### src/hdl/luhn_pkg.sv
// Shared widths, result types and digit helpers for the card number Luhn classifier.
package luhn_pkg;

	// Width of the binary card number.
	localparam int IN_W = 63;
	// Decimal digits needed to hold any value of IN_W bits.
	localparam int NUM_BCD = 19;
	localparam int BCD_W = NUM_BCD * 4;
	// Longest number that is still checked; longer ones are reported as overflow.
	localparam int MAX_DIGITS = 19;

	// Counter and index widths.
	localparam int CNT_W = $clog2(NUM_BCD + 1);
	localparam int IDX_W = $clog2(NUM_BCD);
	localparam int BIT_CNT_W = $clog2(IN_W);

	// Stream widths, padded to whole bytes.
	localparam int S_TDATA_W = ((IN_W + 7) / 8) * 8;
	localparam int M_TDATA_W = 8;

	// Card kinds.
	localparam logic [1:0] KIND_INVALID = 2'd0;
	localparam logic [1:0] KIND_LEN15_34_37 = 2'd1;
	localparam logic [1:0] KIND_PREFIX_4 = 2'd2;
	localparam logic [1:0] KIND_PREFIX_51_55 = 2'd3;

	// Result of one item.
	typedef struct packed {
		logic [CNT_W-1:0] digit_count;
		logic             checksum_ok;
		logic [1:0]       card_kind;
	} luhn_res_t;

	// Digit sum of twice a decimal digit.
	function automatic logic [3:0] dbl_digit_sum(input logic [3:0] d);
		logic [4:0] r;
		begin
			r = {d, 1'b0};
			if (d >= 4'd5) begin
				r = r - 5'd9;
			end
			return r[3:0];
		end
	endfunction

endpackage

### src/hdl/luhn_bcd_conv.sv
// Bit-serial binary to BCD converter using the shift-and-add-three method.
module luhn_bcd_conv
	import luhn_pkg::*;
(
	input  logic             clk,
	input  logic             arst_n,
	input  logic             start,
	input  logic [IN_W-1:0]  bin,
	output logic             done,
	output logic [BCD_W-1:0] bcd
);

	logic [IN_W-1:0]      bin_q;
	logic [BCD_W-1:0]     bcd_q;
	logic [BIT_CNT_W-1:0] cnt_q;
	logic                 busy_q;
	logic                 done_q;
	logic [BCD_W-1:0]     adj;

	// Add three to every digit of five or more before the next shift.
	always_comb begin
		for (int i = 0; i < NUM_BCD; i++) begin
			if (bcd_q[i*4 +: 4] >= 4'd5) begin
				adj[i*4 +: 4] = bcd_q[i*4 +: 4] + 4'd3;
			end else begin
				adj[i*4 +: 4] = bcd_q[i*4 +: 4];
			end
		end
	end

	// One binary bit enters the BCD register each cycle, most significant first.
	always_ff @(posedge clk or negedge arst_n) begin
		if (!arst_n) begin
			busy_q <= 1'b0;
			done_q <= 1'b0;
			cnt_q  <= '0;
		end else begin
			done_q <= busy_q && !start && (cnt_q == '0);
			if (start) begin
				busy_q <= 1'b1;
				cnt_q  <= BIT_CNT_W'(IN_W - 1);
			end else if (busy_q) begin
				cnt_q <= cnt_q - 1'b1;
				if (cnt_q == '0) begin
					busy_q <= 1'b0;
				end
			end
		end
	end

	// Payload shift registers.
	always_ff @(posedge clk) begin
		if (start) begin
			bin_q <= bin;
			bcd_q <= '0;
		end else if (busy_q) begin
			bin_q <= {bin_q[IN_W-2:0], 1'b0};
			bcd_q <= {adj[BCD_W-2:0], bin_q[IN_W-1]};
		end
	end

	assign done = done_q;
	assign bcd  = bcd_q;

endmodule

### src/hdl/luhn_digit_scan.sv
// Digit-serial Luhn sum, length count and prefix classification over the BCD digits.
module luhn_digit_scan
	import luhn_pkg::*;
(
	input  logic             clk,
	input  logic             arst_n,
	input  logic             start,
	input  logic [BCD_W-1:0] bcd,
	output logic             done,
	output luhn_res_t        res
);

	logic [BCD_W-1:0] sh_q;
	logic [IDX_W-1:0] idx_q;
	logic [3:0]       sum_q;
	logic [CNT_W-1:0] cnt_q;
	logic [3:0]       first_q;
	logic [3:0]       second_q;
	logic [3:0]       prev_q;
	logic             busy_q;
	logic             done_q;

	logic [3:0] d;
	logic [3:0] contrib;
	logic [4:0] sum_w;
	logic [3:0] sum_next;

	// Contribution of the current digit, with every second digit doubled.
	always_comb begin
		d        = sh_q[3:0];
		contrib  = idx_q[0] ? dbl_digit_sum(d) : d;
		sum_w    = {1'b0, sum_q} + {1'b0, contrib};
		sum_next = (sum_w >= 5'd10) ? 4'(sum_w - 5'd10) : sum_w[3:0];
	end

	// Control of the digit pass, least significant digit first.
	always_ff @(posedge clk or negedge arst_n) begin
		if (!arst_n) begin
			busy_q <= 1'b0;
			done_q <= 1'b0;
			idx_q  <= '0;
		end else begin
			done_q <= busy_q && !start && (idx_q == IDX_W'(NUM_BCD - 1));
			if (start) begin
				busy_q <= 1'b1;
				idx_q  <= '0;
			end else if (busy_q) begin
				idx_q <= idx_q + 1'b1;
				if (idx_q == IDX_W'(NUM_BCD - 1)) begin
					busy_q <= 1'b0;
				end
			end
		end
	end

	// Running sum modulo ten, and the highest non-zero digit with its lower neighbour.
	always_ff @(posedge clk) begin
		if (start) begin
			sh_q     <= bcd;
			sum_q    <= '0;
			cnt_q    <= '0;
			first_q  <= '0;
			second_q <= '0;
			prev_q   <= '0;
		end else if (busy_q) begin
			sh_q   <= {4'd0, sh_q[BCD_W-1:4]};
			sum_q  <= sum_next;
			prev_q <= d;
			if (d != 4'd0) begin
				cnt_q    <= CNT_W'(idx_q) + 1'b1;
				first_q  <= d;
				second_q <= prev_q;
			end
		end
	end

	// Final classification from the gathered digits.
	always_comb begin
		res.digit_count = cnt_q;
		res.checksum_ok = (sum_q == 4'd0);
		res.card_kind   = KIND_INVALID;
		if (cnt_q > CNT_W'(MAX_DIGITS)) begin
			res.digit_count = CNT_W'(MAX_DIGITS);
			res.checksum_ok = 1'b0;
		end else if (sum_q == 4'd0) begin
			if (cnt_q == CNT_W'(15) && first_q == 4'd3 &&
				(second_q == 4'd4 || second_q == 4'd7)) begin
				res.card_kind = KIND_LEN15_34_37;
			end else if ((cnt_q == CNT_W'(13) || cnt_q == CNT_W'(16)) && first_q == 4'd4) begin
				res.card_kind = KIND_PREFIX_4;
			end else if (cnt_q == CNT_W'(16) && first_q == 4'd5 &&
				second_q >= 4'd1 && second_q <= 4'd5) begin
				res.card_kind = KIND_PREFIX_51_55;
			end
		end
	end

	assign done = done_q;

endmodule

### src/hdl/card_number_luhn_classifier.sv
// Top level of the card number Luhn classifier: sequencing and output register.
//
// One item in, one item out. The slave channel s_* carries a 63-bit binary
// card number in s_tdata[62:0]; bit 63 is padding and is ignored. The master
// channel m_* carries the digit count, the Luhn result and the card kind.
//
// An item is first converted to 19 BCD digits, one binary bit per cycle,
// then the digits are scanned one per cycle to form the Luhn sum, the
// length and the two leading digits. When the output register is free,
// s_tready rises again in the same cycle as m_tvalid, so a new item is
// accepted only once the last one is through. The bit converter and the
// digit scanner are the two serial loops that set the time per item.
//
// The finished result sits in an output register, so the next item is taken
// while it waits. If the receiver stalls so long that a second result is
// ready before the first is taken, the second waits in the scanner and no
// further item is accepted until the output register frees.
//
// Reset clears all control state: s_tready comes up high, m_tvalid low.
module card_number_luhn_classifier
	import luhn_pkg::*;
(
	input  logic                 clk,
	input  logic                 arst_n,
	input  logic                 s_tvalid,
	output logic                 s_tready,
	// [62:0] card_number, [63] zero padding
	input  logic [S_TDATA_W-1:0] s_tdata,
	output logic                 m_tvalid,
	input  logic                 m_tready,
	// [4:0] digit_count, [5] checksum_ok, [7:6] card_kind
	output logic [M_TDATA_W-1:0] m_tdata
);

	typedef enum logic [1:0] {
		ST_IDLE,
		ST_CONV,
		ST_SCAN,
		ST_HOLD
	} state_t;

	state_t           state_q;
	logic             m_tvalid_q;
	logic [M_TDATA_W-1:0] m_tdata_q;

	logic             s_accept;
	logic             conv_done;
	logic [BCD_W-1:0] bcd;
	logic             scan_done;
	luhn_res_t        res;
	logic             out_free;
	logic             load;

	assign s_tready = (state_q == ST_IDLE);
	assign s_accept = s_tvalid && s_tready;
	assign out_free = !m_tvalid_q || m_tready;
	assign load     = (scan_done || state_q == ST_HOLD) && out_free;

	luhn_bcd_conv u_conv (
		.clk    (clk),
		.arst_n (arst_n),
		.start  (s_accept),
		.bin    (s_tdata[IN_W-1:0]),
		.done   (conv_done),
		.bcd    (bcd)
	);

	luhn_digit_scan u_scan (
		.clk    (clk),
		.arst_n (arst_n),
		.start  (conv_done),
		.bcd    (bcd),
		.done   (scan_done),
		.res    (res)
	);

	// Sequencer and output register.
	always_ff @(posedge clk or negedge arst_n) begin
		if (!arst_n) begin
			state_q    <= ST_IDLE;
			m_tvalid_q <= 1'b0;
			m_tdata_q  <= '0;
		end else begin
			m_tvalid_q <= load || (m_tvalid_q && !m_tready);
			if (load) begin
				m_tdata_q  <= {res.card_kind, res.checksum_ok, res.digit_count};
			end
			case (state_q)
				ST_IDLE: begin
					if (s_accept) begin
						state_q <= ST_CONV;
					end
				end
				ST_CONV: begin
					if (conv_done) begin
						state_q <= ST_SCAN;
					end
				end
				ST_SCAN: begin
					if (scan_done) begin
						state_q <= out_free ? ST_IDLE : ST_HOLD;
					end
				end
				ST_HOLD: begin
					if (out_free) begin
						state_q <= ST_IDLE;
					end
				end
				default: begin
					state_q <= ST_IDLE;
				end
			endcase
		end
	end

	assign m_tvalid = m_tvalid_q;
	assign m_tdata  = m_tdata_q;

	// The converter only finishes while the sequencer waits for it.
	a_conv_done_in_conv: assert property (@(posedge clk) disable iff (!arst_n)
		conv_done |-> state_q == ST_CONV)
		else $error("conversion finished outside the conversion phase");

	// The scanner only finishes while the sequencer waits for it.
	a_scan_done_in_scan: assert property (@(posedge clk) disable iff (!arst_n)
		scan_done |-> state_q == ST_SCAN)
		else $error("digit scan finished outside the scan phase");

	// Only one item is at work at a time.
	a_one_item: assert property (@(posedge clk) disable iff (!arst_n)
		s_accept |=> !s_tready)
		else $error("second item accepted while one is at work");

	// A result is never loaded over one that has not been taken.
	a_load_free: assert property (@(posedge clk) disable iff (!arst_n)
		load |-> out_free)
		else $error("result overwritten before it was taken");

endmodule
### config.mk
export PLATFORM = sky130hd
export DESIGN_NAME = card_number_luhn_classifier
export DESIGN_NICKNAME = d
export VERILOG_FILES = /design/src/hdl/luhn_pkg.sv /design/src/hdl/luhn_bcd_conv.sv /design/src/hdl/luhn_digit_scan.sv /design/src/hdl/card_number_luhn_classifier.sv
export SDC_FILE = /design/constraint.sdc
export NUM_CORES = 1
export LEC_CHECK = 0
export BUFFER_PORTS_ARGS = -buffer_cell sky130_fd_sc_hd__buf_2
export CORE_MARGIN = 3
export CORE_UTILIZATION = 60
export DETAILED_ROUTE_END_ITERATION = 7
export GPL_TIMING_DRIVEN = 0
export PLACE_DENSITY = 0.83
export SLEW_MARGIN = 15
export SYNTH_ARGS = -nofsm -noshare
export SYNTH_HDL_FRONTEND = slang
export SYNTH_HIERARCHICAL = 1
export SYNTH_SLANG_ARGS = --single-unit
### constraint.sdc
create_clock -name clk -period 7.4 [get_ports clk]
set_input_delay 0.74 -clock clk [delete_from_list [all_inputs] [get_ports clk]]
set_output_delay 0.74 -clock clk [all_outputs]
set_load 0.02 [all_outputs]
* After elaboration in Yosys (flattened, before gate mapping)
Index checks and enable logic that the tools add are counted.
** Storage, ports and cells
- Flip-flop bits (word level) :: 262
- Latch bits :: 0
- Memory bits (writable) :: 0
- Bits in read-only memories :: 0
- Input bits :: 68
- Output and inout bits :: 10
- Logic and storage cells :: 159
- Memories kept :: 0
** Operators by class
- $add $sub $neg :: 24
- $mul :: 0
- Divide/modulo/power cells :: 0
- Order comparisons :: 24
- Equal/unequal tests :: 16
- Shifts and indexed selects :: 0
- Mux-type cells :: 48
- Bitwise gates (word level) :: 0
- Reductions and logical operators :: 30
** Operators with widths (count)
- 76-bit two-way mux :: 2
- 63-bit two-way mux :: 2
- 4-bit two-way mux :: 21
- 4-bit by 3-bit >= comparator with 1-bit output, second input constant :: 20
- 4-bit by 2-bit adder with 4-bit output, second input constant :: 18
- 2-bit two-way mux :: 10
- 6-bit two-way mux :: 3
- 4-bit by 3-bit equality test with 1-bit output, second input constant :: 4
- 1-bit logical AND :: 13
- 5-bit by 4-bit equality test with 1-bit output, second input constant :: 2
- 5-bit equality test, second input constant :: 2
- 5-bit two-way mux :: 2
- 2-bit one-hot mux with 4 select lines :: 1
- 4-bit subtractor, second input constant :: 2
- 6-bit logical NOT :: 1
- 1-bit two-way mux :: 6
- 2-bit by 1-bit inequality test with 1-bit output, second input constant :: 3
- 6-bit by 1-bit subtractor with 6-bit output, second input constant :: 1
- 4-bit by 4-bit adder with 5-bit output :: 1
- 5-bit by 1-bit adder with 5-bit output, second input constant :: 1
- 5-bit by 4-bit >= comparator with 1-bit output, second input constant :: 1
- 5-bit > comparator, second input constant :: 1
- 1-bit logical OR :: 5
- 2-bit equality test, second input constant :: 2
- other kinds (14) :: 18

* Longest topological paths before layout
- Depth in word-level cells :: 9
- Depth in mapped cells :: 16

* Modules after synthesis
The synthesis kept the hierarchy.
** By module, submodules not included
- luhn_bcd_conv :: instances 1, cells each 750, area each 7609.8 um^2, sequential area each 3613.5 um^2
- luhn_digit_scan :: instances 1, cells each 354, area each 4800.9 um^2, sequential area each 2877.8 um^2
- card_number_luhn_classifier :: instances 1, cells each 33, area each 504.2 um^2, sequential area each 275.3 um^2

* Least setup slack after synthesis
No wires, ideal clock.
- Kind :: flip-flop to flip-flop
- Start :: register u_scan.sh_q[0]
- End :: register u_scan.sum_q[1]
- Arrival time :: 3092 ps
- Data required time :: 7312 ps
- Path slack :: 4220 ps
- Cell stages (with the launch flop) :: 15
- Buffers on the path :: 0
- Clock period less this slack :: 3180 ps
- Cell sequence :: edfxtp_1 ha_1 nand2b_1 a21oi_1 xnor2_1 nand2_1 a21boi_0 fa_1 xnor2_1 inv_1 ha_1 o31a_4 o211ai_2 or3_1 a311oi_2
** On the way
- Longest elaborated chain between the ends :: 6
- Elaborated cells on any way between the ends :: 8
- Those cells by class :: add/sub: 3; order compare: 2; mux: 3
** RTL lines
- from (decl) :: line luhn_digit_scan.sv:13 : logic [BCD_W-1:0] sh_q;
- from (signal assigned) :: line luhn_digit_scan.sv:66 : sh_q <= {4'd0, sh_q[BCD_W-1:4]};
- 4-bit subtractor / 4-bit by 3-bit >= comparator with 1-bit output (equally long branches) :: line luhn_pkg.sv:40, luhn_pkg.sv:39
- 4-bit two-way mux :: line luhn_pkg.sv:39 : if (d >= 4'd5) begin
- 4-bit two-way mux * :: line luhn_digit_scan.sv:31 : contrib = idx_q[0] ? dbl_digit_sum(d) : d;
- 4-bit by 4-bit adder with 5-bit output * :: line luhn_digit_scan.sv:32 : sum_w = {1'b0, sum_q} + {1'b0, contrib};
- 4-bit subtractor / 5-bit by 4-bit >= comparator with 1-bit output (equally long branches) :: line luhn_digit_scan.sv:33 : sum_next = (sum_w >= 5'd10) ? 4'(sum_w - 5'd10) : sum_w[3:0];
- 4-bit two-way mux * :: line luhn_digit_scan.sv:33
- to (signal assigned) :: line luhn_digit_scan.sv:67 : sum_q <= sum_next;
- to (decl) :: line luhn_digit_scan.sv:15 : logic [3:0] sum_q;
Every way passes the cells marked *; elsewhere a longest branch is shown, timed or not.
A chain may end at the register's enable or synchronous reset.

* Worst setup path in the final report
- Start :: register u_scan.sh_q[1]
- End :: register u_scan.sum_q[1]
** On the way
- Longest elaborated chain between the ends :: 6
- Elaborated cells on any way between the ends :: 8
- Those cells by class :: add/sub: 3; order compare: 2; mux: 3
** RTL lines (line)
- 4-bit subtractor / 4-bit by 3-bit >= comparator with 1-bit output (equally long branches) :: luhn_pkg.sv:40, luhn_pkg.sv:39
- 4-bit two-way mux :: luhn_pkg.sv:39
- 4-bit two-way mux * :: luhn_digit_scan.sv:31
- 4-bit by 4-bit adder with 5-bit output * :: luhn_digit_scan.sv:32
- 5-bit by 4-bit >= comparator with 1-bit output / 4-bit subtractor (equally long branches) :: luhn_digit_scan.sv:33
- 4-bit two-way mux * :: luhn_digit_scan.sv:33
Marked as above.

==> metrics.md <==
| Metric | Value |
|---|---|
| Worst path max stage delay | 0.46 ns |
| CTS root buf | clkbuf_16 |
| Initial DRC count | 946 |
| Startpoint Class | flop |
| Hold Vio Cnt, Final | 0 |
| Ys flop type | edfxtp_1 |
| Share of cells above drive strength 1 | 26.0% |
| Via count | 9434 |
| Die width | 153 um |
| Synthesis-to-layout area growth | 13.0% |
| Number of library cell types mapped by synthesis | between 60 and 70 |
| Filler instances | 1443 |
| Fin Clk Skew | about 0.019 ns |
| Hold_buf cts | 0 |
| Final number of setup-violating endpoints | 0 |
| Worst vdd ir | 0.212 mV |
| Crit-path max FO | 5 |
| Gpl congestion | 0.831 |
| DR WL/cell | 19.6 um |
| Syn Area/Cell | 11.4 um2 |
| CP Cell Sequence | inv_1, ha_1, nand2b_1, a21oi_1, xnor2_1, nand2_1, a21boi_0, fa_1, xnor2_1, inv_1, ha_1, o31a_4, nor3_4, o21ai_1, a311oi_2 |
| Internal power | between 2 and 2.5 mW |
| # IOs | 78 |
| Sequential Power Share | 51.7% |
| Detail Placement HPWL | 19900 um |
| Post-synthesis sequential area ratio | between 50% and 60% |
| CTS tree | done |
| Worst setup EP type | flop |
| Switching power | roughly 0.57 mW |
| Max-slew violation count | 0 |
| Static Leakage | around 5.2 nW |
| Setup Crit Path Kind | reg -> reg |
| Final worst-path cycle share | 48.2% |
| N_diodes | 0 |
| Post-CTS Resized | 0 |
| Initial antenna violation count | 0 |
| Synth Instances | 1137 |
| Setup tns final | 0 ns |
| Clk_lat worst skew | 0.54 ns |
| Routed WL | 30200 um |
| Sequential cell area | between 6000 and 7000 um2 |
| CTS Buf Count | 27 |
| Sw Ratio | between 10% and 20% |
| Layout net count | 1361 |
| Worst slew margin | between 40% and 50% |
| IO buf count | 76 |
| Yosys Warn Count | 6 |
| Worst Path Required | 7.83 ns |
| Die Y | around 150 um |
| Arrival @ worst endpoint | 4.00 ns |
| Antenna Nets Post-Route | 0 |
| EDFF count, synth | 139 |
| Area of the core | 21100 um2 |
| Combinational share of power | less than 1% |
| RSZ-0062 raised after global routing | false |
| Full die area | 23300 um2 |
| Pre-Repair DR Iteration Count | 5 |
| Power, Total | 2.93 mW |
| Slew @ Worst Pin | 0.863 ns |
| Max Cap Violations | 0 |
| Synthesis-stage register bit count | approximately 260 |
| Row Count | 53 |
| Asr flop ratio synth | 9.92% |
| First-pass GRT wire length | 48300 um |
| CTS sink cnt | 262 |
| Pwr Density | 201 nW/um2 |
| Syn Nets | 1255 |
| Netlist Area Pre-Place | 12900 um2 |
| Footprint of the multi-input gates | about 5600 um2 |
| Clk buf depth | 3 |
| Status | completed |
| Largest net degree at the start of global routing | 65 |
| Slowest cell on crit path | edfxtp_1 |
| Vias per inst | 6.13 |
| All-Layer GR Usage | 25.3% |
| GRT overflow | 0 |
| Max frequency | 280 MHz |
| Starting Density | just over 60% |
| Setup Buffers After CTS | 0 |
| Vias in the first global route | 9417 |
| CTS H-tree depth | 1 |
| Remaining DRCs | 0 |
| Clock Power Share | 47.6% |
| Hold Path Class | in -> async |
| Worst-path clk slew | 0.07 ns |
| Min cycle time layout | 3.57 ns |
-- metal layers --
layer | track usage [%] | up-vias | share of wire, %
met2 | 43.1 | 355 | 49
met4 | 8.87 | 0 | 3.7
met1 | 33.2 | 4600 | 41
met5 | 0 | - | 0
met3 | 3.83 | 86 | 6.7
li1 | - | 4393 | -
-- metrics by stage --
stage / hold WS (ns) / util (%) / instance area [um2] / setup slack [ns] / cells
2_1_floorplan: 0.431 / - / 12900 / 4.22 / 1137
3_3_place_gp: 0.446 / 64.7 / 13600 / 3.94 / 1488
3_5_place_dp: 0.449 / 64.8 / 13700 / 3.90 / 1489
4_1_cts: 0.219 / 69.2 / 14600 / 3.87 / 1539
5_1_grt: 0.247 / 69.2 / 14600 / 3.49 / 1539
6_report: 0.205 / 69.2 / 14600 / 3.83 / 1539
-- final cells by class --
type                       count  share of cell area (%)
sequential                   262                    46.4
multi-input combinational    741                    38.3
clock buffer                  35                    5.25
timing repair buffer          77                    2.79
tap                          275                    2.36
inverter                      78                    2.01
buffer                        56                    1.83
clock inverter                15                    1.10
-- critical path: cells and delay by family, from the launching register on --
| kind | cells | cell delay, ns |
|---|---|---|
| AOI/OAI and AO/OA | 5 | 0.99 |
| adders and majority gates | 3 | 0.93 |
| xor gates and xnor gates | 2 | 0.48 |
| DFF | 1 | 0.46 |
| and+or+nand+nor | 3 | 0.38 |
| buffers and inverters | 2 | 0.24 |
-- cell families after synthesis --
family,Yosys count,share of synthesized area [%]
muxes,149,13.2
DFF,262,52.4
AOI/OAI and AO/OA,251,12.7
and+or+nand+nor,275,11.4
xor gates and xnor gates,16,1.09
adders and majority gates,50,4.90
buffers and inverters,134,4.34
-- layout by cell type, fill, tap and decap left out, types with 26 or more instances in the layout --
cell	Yosys	layout
clkbuf_16	0	27
a21oi_1	73	73
dfrtp_1	26	26
ha_1	49	49
dfxtp_1	97	97
inv_1	78	78
buf_2	27	103
nor2_1	58	58
o21ai_0	60	60
mux2_2	136	136
nand2_1	71	71
edfxtp_1	139	139
-- registers in the layout, indices dropped and copies added (netlist names), 5 cells and up --
signal,cells
u_conv/cnt_q,6
u_scan/cnt_q,5
m_tdata,8
u_scan/idx_q,5
u_scan/sh_q,76
u_conv/bcd,76
u_conv/bin_q,63
-- worst paths after layout --
| path | startpoint | endpoint | slack [ns] | cells after the start |
|---|---|---|---|---|
| worst max-delay path | u_scan/sh_q[1] | u_scan/sum_q[1] | 3.83 | 15 |
| worst min-delay path | arst_n | u_conv/cnt_q[0] | 0.20 | 1 |
| worst max register to register | u_scan/sh_q[1] | u_scan/sum_q[1] | 3.83 | 15 |
| worst min register to register | u_scan/prev_q[2] | u_scan/second_q[2] | 0.46 | 2 |
| max in group asynchronous | arst_n | u_scan/idx_q[0] | 6.80 | 1 |
| min in group clk | u_scan/prev_q[2] | u_scan/second_q[2] | 0.46 | 2 |
-- power groups by stage --
stage	Combinational, mW	Sequential [mW]	Clock [mW]
after detailed placement	0.0202	1.55	0
after floorplan	0.000427	1.55	0
after global routing	0.0227	1.52	1.47
final	0.0204	1.52	1.40
after CTS	0.0209	1.52	1.42
after global placement	0.0190	1.55	0
-- cell usage after synthesis, types with 6 or more instances --
library cell / n / area (um2)
dfrtp_1: 26 / 651
edfxtp_1: 139 / 4170
nor2_1: 58 / 218
nand4b_1: 10 / 87.6
nand4_1: 15 / 93.8
nand2b_1: 19 / 119
ha_1: 49 / 613
o22a_1: 12 / 105
mux2_4: 8 / 120
buf_2: 27 / 135
nor3_1: 18 / 90.1
a21oi_1: 73 / 365
o311ai_1: 9 / 78.8
nand2_1: 71 / 267
o21ai_0: 60 / 300
a21bo_2: 13 / 130
xnor2_1: 8 / 70.1
xor2_1: 8 / 70.1
nand3_1: 25 / 125
mux2_2: 136 / 1530
a311oi_1: 12 / 105
a211oi_1: 11 / 82.6
inv_1: 78 / 293
clkbuf_1: 18 / 67.6
or4b_1: 10 / 100
o32ai_1: 13 / 114
o22ai_1: 13 / 81.3
and2_1: 9 / 56.3
buf_4: 6 / 45.0
dfxtp_1: 97 / 1940
o21ai_1: 15 / 75.1
or3_1: 13 / 81.3
Power figures use the tool's default switching activity.
